File: config.mk
export PLATFORM = sky130hd
export DESIGN_NAME = sqrt_float32_lane_core
export DESIGN_NICKNAME = d
export VERILOG_FILES = /design/src/hdl/sqf_pkg.sv /design/src/hdl/sqf_cell.sv /design/src/hdl/sqrt_float32_lane_core.sv
export SDC_FILE = /design/constraint.sdc
export NUM_CORES = 2
export LEC_CHECK = 0
export BUFFER_PORTS_ARGS = -buffer_cell sky130_fd_sc_hd__buf_2
export CAP_MARGIN = 20
export CELL_PAD_IN_SITES_DETAIL_PLACEMENT = 0
export CELL_PAD_IN_SITES_GLOBAL_PLACEMENT = 2
export CORE_MARGIN = 8
export CORE_UTILIZATION = 50
export CTS_CLUSTER_SIZE = 25
export DETAILED_ROUTE_END_ITERATION = 8
export PLACE_DENSITY = 0.85
export REMOVE_ABC_BUFFERS = 1
export SLEW_MARGIN = 20
export SYNTH_ARGS = -nofsm -noshare
export SYNTH_HDL_FRONTEND = slang
export SYNTH_HIERARCHICAL = 1
export SYNTH_SLANG_ARGS = --single-unit
File: constraint.sdc
create_clock -name clk -period 321.5 [get_ports clk]
set_input_delay 64.3 -clock clk [delete_from_list [all_inputs] [get_ports clk]]
set_output_delay 64.3 -clock clk [all_outputs]
set_load 0.01 [all_outputs]
File: src/hdl/sqf_pkg.sv
`timescale 1ns / 1ps
`default_nettype none
// ----------------------------------------------------------------------------
// sqf_pkg
// Shared constants and types for the single-precision square root lane.
// ----------------------------------------------------------------------------
package sqf_pkg;

  localparam int unsigned WordWidth = 32;
  localparam int unsigned RootBits  = 25;  // 24 mantissa bits plus round bit
  localparam int unsigned RadWidth  = 50;  // radicand width
  localparam int unsigned RemWidth  = 27;  // remainder width
  localparam logic [31:0] QnanCanon = 32'h7FC0_0000;
  localparam logic [31:0] QuietBit  = 32'h0040_0000;

  // Per-word control carried alongside the digit recurrence
  typedef struct packed {
    logic        valid;
    logic        special;   // result fixed before recurrence
    logic [31:0] spec_bits;
    logic        spec_inv;
    logic [7:0]  exp_out;   // biased result exponent before rounding carry
  } sqf_ctl_t;

  // Leading zero count of a 23-bit fraction (denormal normalization)
  function automatic logic [4:0] sqf_lzc23(input logic [22:0] f);
    logic [4:0] n;
    logic       found;
    n = 5'd23;
    found = 1'b0;
    for (int i = 22; i >= 0; i--) begin
      if (!found && f[i]) begin
        n = 5'(22 - i);
        found = 1'b1;
      end
    end
    return n;
  endfunction

endpackage
`default_nettype wire

File: src/hdl/sqf_cell.sv
`timescale 1ns / 1ps
`default_nettype none
// ----------------------------------------------------------------------------
// sqf_cell
// One step of the restoring square root recurrence: consumes two radicand
// bits, produces one root bit, registers everything for the next cell.
// ----------------------------------------------------------------------------
module sqf_cell (
  input  wire logic                                 clk,
  input  wire logic                                 rst,
  input  wire logic                                 en,
  input  wire sqf_pkg::sqf_ctl_t                    ctl_in,
  input  wire logic [sqf_pkg::RadWidth-1:0]         rad_in,
  input  wire logic [sqf_pkg::RemWidth-1:0]         rem_in,
  input  wire logic [sqf_pkg::RootBits-1:0]         root_in,
  output sqf_pkg::sqf_ctl_t                         ctl_out,
  output logic [sqf_pkg::RadWidth-1:0]              rad_out,
  output logic [sqf_pkg::RemWidth-1:0]              rem_out,
  output logic [sqf_pkg::RootBits-1:0]              root_out
);
  import sqf_pkg::*;

  logic [RemWidth-1:0] rem_sh;
  logic [RemWidth-1:0] trial;
  logic                take;
  logic [RemWidth-1:0] rem_next;
  logic [RootBits-1:0] root_next;

  always_comb begin
    rem_sh    = {rem_in[RemWidth-3:0], rad_in[RadWidth-1:RadWidth-2]};
    trial     = {root_in[RemWidth-3:0], 2'b01};
    take      = (rem_sh >= trial);
    rem_next  = take ? (rem_sh - trial) : rem_sh;
    root_next = {root_in[RootBits-2:0], take};
  end

  always_ff @(posedge clk) begin
    if (rst) begin
      ctl_out.valid <= 1'b0;
    end else if (en) begin
      ctl_out.valid <= ctl_in.valid;
    end
    if (en) begin
      ctl_out.special   <= ctl_in.special;
      ctl_out.spec_bits <= ctl_in.spec_bits;
      ctl_out.spec_inv  <= ctl_in.spec_inv;
      ctl_out.exp_out   <= ctl_in.exp_out;
      rad_out           <= {rad_in[RadWidth-3:0], 2'b00};
      rem_out           <= rem_next;
      root_out          <= root_next;
    end
  end

endmodule
`default_nettype wire

File: src/hdl/sqrt_float32_lane_core.sv
`timescale 1ns / 1ps
`default_nettype none
// ----------------------------------------------------------------------------
// sqrt_float32_lane_core
// IEEE 754 single-precision square root, round to nearest even.
// ----------------------------------------------------------------------------
// Accepts one word per cycle when not stalled and returns one result word per
// input, in order. The accepting edge loads the unpack stage, then a chain of 25
// recurrence cells (one root bit each) and one rounding/output register
// follow. The whole chain advances together; it stalls only when the
// output register is full and not being taken.
module sqrt_float32_lane_core (
  input  wire logic        clk,
  input  wire logic        rst,
  input  wire logic        operand_bits_valid,
  output logic             operand_bits_ready,
  input  wire logic [31:0] operand_bits,
  output logic             root_valid,
  input  wire logic        root_ready,
  output logic [31:0]      root_bits,
  output logic             invalid_flag
);
  import sqf_pkg::*;

  localparam int unsigned NCells = RootBits;

  logic en;
  assign en = !root_valid || root_ready;
  assign operand_bits_ready = en;

  // ---------------- unpack ----------------
  logic        sgn;
  logic [7:0]  expf;
  logic [22:0] frac;
  logic [4:0]  lz;
  logic [23:0] sig;
  logic [9:0]  e_unb;   // e + 127 + 32, biased positive
  logic [24:0] sig2;
  logic [9:0]  e_even;
  sqf_ctl_t    ctl0_next;

  always_comb begin
    sgn  = operand_bits[31];
    expf = operand_bits[30:23];
    frac = operand_bits[22:0];
    lz   = sqf_lzc23(frac);
    if (expf == 8'd0) begin
      sig   = {1'b0, frac} << (lz + 5'd1);
      e_unb = 10'd32 - 10'(lz);  // e = -127 - lz, offset 159
    end else begin
      sig   = {1'b1, frac};
      e_unb = 10'(expf) + 10'd32;
    end
    // e_unb = e + 159; e odd iff e_unb even
    if (!e_unb[0]) begin
      sig2   = {sig, 1'b0};
      e_even = e_unb - 10'd1;
    end else begin
      sig2   = {1'b0, sig};
      e_even = e_unb;
    end
    ctl0_next.valid     = operand_bits_valid;
    ctl0_next.special   = 1'b1;
    ctl0_next.spec_inv  = 1'b0;
    ctl0_next.spec_bits = operand_bits;
    // (e+159-... ) : eo+127 = (e_even-159)/2+127 = (e_even-159+254)/2
    ctl0_next.exp_out   = 8'((e_even + 10'd95) >> 1);
    if (expf == 8'hFF && frac != 23'd0) begin
      ctl0_next.spec_bits = operand_bits | QuietBit;
    end else if (operand_bits[30:0] == 31'd0) begin
      ctl0_next.spec_bits = operand_bits;
    end else if (sgn) begin
      ctl0_next.spec_bits = QnanCanon;
      ctl0_next.spec_inv  = 1'b1;
    end else if (expf == 8'hFF) begin
      ctl0_next.spec_bits = operand_bits;
    end else begin
      ctl0_next.special = 1'b0;
    end
  end

  sqf_ctl_t            ctl [NCells+1];
  logic [RadWidth-1:0] rad [NCells+1];
  logic [RemWidth-1:0] rem [NCells+1];
  logic [RootBits-1:0] rt  [NCells+1];

  always_ff @(posedge clk) begin
    if (rst) begin
      ctl[0].valid <= 1'b0;
    end else if (en) begin
      ctl[0].valid <= ctl0_next.valid;
    end
    if (en) begin
      ctl[0].special   <= ctl0_next.special;
      ctl[0].spec_bits <= ctl0_next.spec_bits;
      ctl[0].spec_inv  <= ctl0_next.spec_inv;
      ctl[0].exp_out   <= ctl0_next.exp_out;
      rad[0]           <= {sig2, 25'd0};
      rem[0]           <= '0;
      rt[0]            <= '0;
    end
  end

  for (genvar i = 0; i < NCells; i++) begin : g_cell
    sqf_cell u_cell (
      .clk      (clk),
      .rst      (rst),
      .en       (en),
      .ctl_in   (ctl[i]),
      .rad_in   (rad[i]),
      .rem_in   (rem[i]),
      .root_in  (rt[i]),
      .ctl_out  (ctl[i+1]),
      .rad_out  (rad[i+1]),
      .rem_out  (rem[i+1]),
      .root_out (rt[i+1])
    );
  end

  // ---------------- round and pack ----------------
  sqf_ctl_t            ct;
  logic [RootBits-1:0] q;
  logic                sticky;
  logic [24:0]         mant;
  logic [7:0]          eo;
  logic [31:0]         res_next;

  always_comb begin
    ct     = ctl[NCells];
    q      = rt[NCells];
    sticky = (rem[NCells] != '0);
    mant   = {1'b0, q[RootBits-1:1]};
    eo     = ct.exp_out;
    if (q[0] && (sticky || mant[0])) begin
      mant = mant + 25'd1;
    end
    // carry out of 24 bits: mantissa becomes 1.0, bump exponent
    if (mant[24]) begin
      eo = eo + 8'd1;
    end
    res_next = ct.special ? ct.spec_bits : {1'b0, eo, mant[22:0]};
  end

  always_ff @(posedge clk) begin
    if (rst) begin
      root_valid <= 1'b0;
    end else if (en) begin
      root_valid <= ct.valid;
    end
  end

  always_ff @(posedge clk) begin
    if (en) begin
      root_bits    <= res_next;
      invalid_flag <= ct.special & ct.spec_inv;
    end
  end

endmodule
`default_nettype wire

==> run_results.csv <==
group,metric,value,unit
sta,fmax,0.007718,GHz
drt,vias,81018,
layout,fin_area,0.1556,mm2
clock_tree,ctsHoldBuffers,0,
floorplan,die_h,547.9,um
layout,utilization,55.23,%
placed_design,dp_cells,14003,
critical_path,crit_type,"input port to primary output",
placed_design,dp_slack,191900,ps
floorplan,die_w,547.9,um
sta,fin_crit,129560,ps
critical_path,start_kind,"input port",
power_and_ir_drop,p_leak,61.76,nW
critical_path,rr_worst_depth,8,
global_route,antenna_found_initial,6,
critical_path,end_kind,"primary output",
flow_run,drv_cap,0,
critical_path,r2r-end,"g_cell[12].u_cell/root_out[16]$_DFFE_PP_",
layout,area_growth_syn_to_layout,10.03,%
logic_synthesis,syn_area_per_cell,13.60,um2
critical_path,required,257200,ps
drt,wire_per_inst,20.77,um
floorplan,fp.coreArea,0.2818,mm2
floorplan,io_pins,71,
logic_synthesis,yosysWarnings,6,
layout,fillers,22760,
placed_design,port_buffers,70,
drt,viasPerCell,5.560,
clock_tree,cts.sinks,3029,
power_and_ir_drop,p_per_area,10.93,mW/mm2
global_route,grt_overflow,0,
layout,nets,11297,
clock_tree,cts_tree,"built",
clock_tree,postCtsSetupBuffers,0,
clock_tree,cts.repair.resized,0,
power_and_ir_drop,power,1.701,mW
floorplan,initial_core_util,50.19,%
sta,tightest_slew,1071,ps
global_route,grt_max_degree,196,
clock_tree,htreeDepth,5,
sta,grt_setup_unrepaired,"false",
clock_tree,cts_buffers,316,
drt,drtPass1Iterations,6,
logic_synthesis,syn_area,0.1414,mm2
critical_path,r2r_setup_slack,314380,ps
placed_design,hpwlAfterDp,212700,um
global_route,grt_pass1_wl,465900,um
clock_tree,insertion_delay,920,ps
clock_tree,clockBufferDepth,4,
sta,relSlewSlack,26.73,%
critical_path,worstPathArrival,65260,ps
drt,drt-total-wl,302700,um
min_path,whs_endpoint,"g_cell[0].u_cell/rad_out[27]$_DFFE_PP_",
placed_design,placed_area,0.1455,mm2
global_route,track_usage,19.51,%
min_path,hold_path.class,"flop to flop",
layout,drive_above_1_share,10.48,%
clock_tree,clk_pin_slew,60,ps
sta,clock_skew,87.96,ps
sta,finalCritPeriodShare,40.30,%
sta,setup_viol,0,
drt,drt_iter0_markers,5829,
clock_tree,cts-root-buf,"clkbuf_16",
placed_design,place_congestion,0.8656,
sta,finalHoldViolCount,0,
sta,setup_tns,0,ps
drt,drc_errors,0,
sta,final_max_slew_viol_count,0,
power_and_ir_drop,vdd_drop_max,0.007305,mV
sta,whs,377.1,ps
global_route,grt_pass1_vias,80173,
min_path,hp-start,"rad[1275]$_SDFFCE_PN0P_",
logic_synthesis,netlist_instances,10403,
floorplan,die-area,0.3002,mm2
critical_path,regToRegStartpoint,"root_valid$_SDFFE_PP0P_",
critical_path,crit_fanout,56,
sta,finalWorstSetupSlack,191940,ps
drt,postRouteAntennaNets,0,
min_path,worstHoldPathCells,0,
layout,stdcell_count,14572,
status,outcome,"finished clean",
floorplan,placementRows,195,
[report_power, final]
| group | total [mW] | internal [mW] | switching (mW) |
|---|---|---|---|
| clock | 0.359 | 0.207 | 0.152 |
| sequential | 0.604 | 0.550 | 0.0534 |
| combinational | 0.739 | 0.317 | 0.422 |
| total | 1.70 | 1.07 | 0.627 |
[registers in the layout, indices dropped and copies added (netlist names)]
signal,cells
rad,25
root_valid,1
g_cell.u_cell/root_out,625
ctl,43
g_cell.u_cell/rem_out,627
g_cell.u_cell/rad_out,600
root_bits,32
invalid_flag,1
g_cell.u_cell/ctl_out,1075
[worst max-delay path by stage]
stage               startpoint            endpoint  slack (ps)  depth (start not counted)
finish              root_ready  operand_bits_ready      191940                          3
global route        root_ready  operand_bits_ready      191850                          3
CTS                 root_ready  operand_bits_ready      191890                          3
detailed placement  root_ready  operand_bits_ready      191900                          3
global placement    root_ready  operand_bits_ready      191920                          3
floorplan           root_ready  operand_bits_ready      120690                          1
[final cells by class]
cell class                      instances  area, um2  area share [%]
Sequential cell                      3029      90690           58.27
Multi-Input combinational cell       6205      45810           29.43
Clock buffer                          372       8182           5.257
Tap cell                             3743       4683           3.009
Inverter                              888       3333           2.142
Clock inverter                        196       1981           1.273
Timing Repair Buffer                  138      955.9          0.6142
Antenna cell                            1      2.502        0.001608
[critical path, stage by stage]
cell      delay [ps]
buf_2             80
nand2b_4         610
buf_2            260
[metal layers]
metal | wire length, um | vias to the layer above | global-route usage [%]
li1 | - | 39368 | -
met4 | 7675 | 0 | 4.934
met5 | 0 | - | 0
met2 | 144000 | 1701 | 32.79
met3 | 12650 | 433 | 2.631
met1 | 138400 | 39516 | 26.95
[placed cells by master (no fill, tap or decap), types with 98 or more instances in the layout]
cell type and instances:
nand4_1 127, conb_1 122, xor2_1 213, nand2_1 355, inv_1 887, o21a_1 119, ha_1 683, nor3_1 111
mux2_4 208, edfxtp_1 3002, and3_1 98, xnor2_1 321, o21ai_0 387, mux2_2 124, clkbuf_16 319, nand3_1 195
a21o_1 231, a21oi_1 739, nor2_1 732
Note: power is estimated with default switching activity, not from simulation.
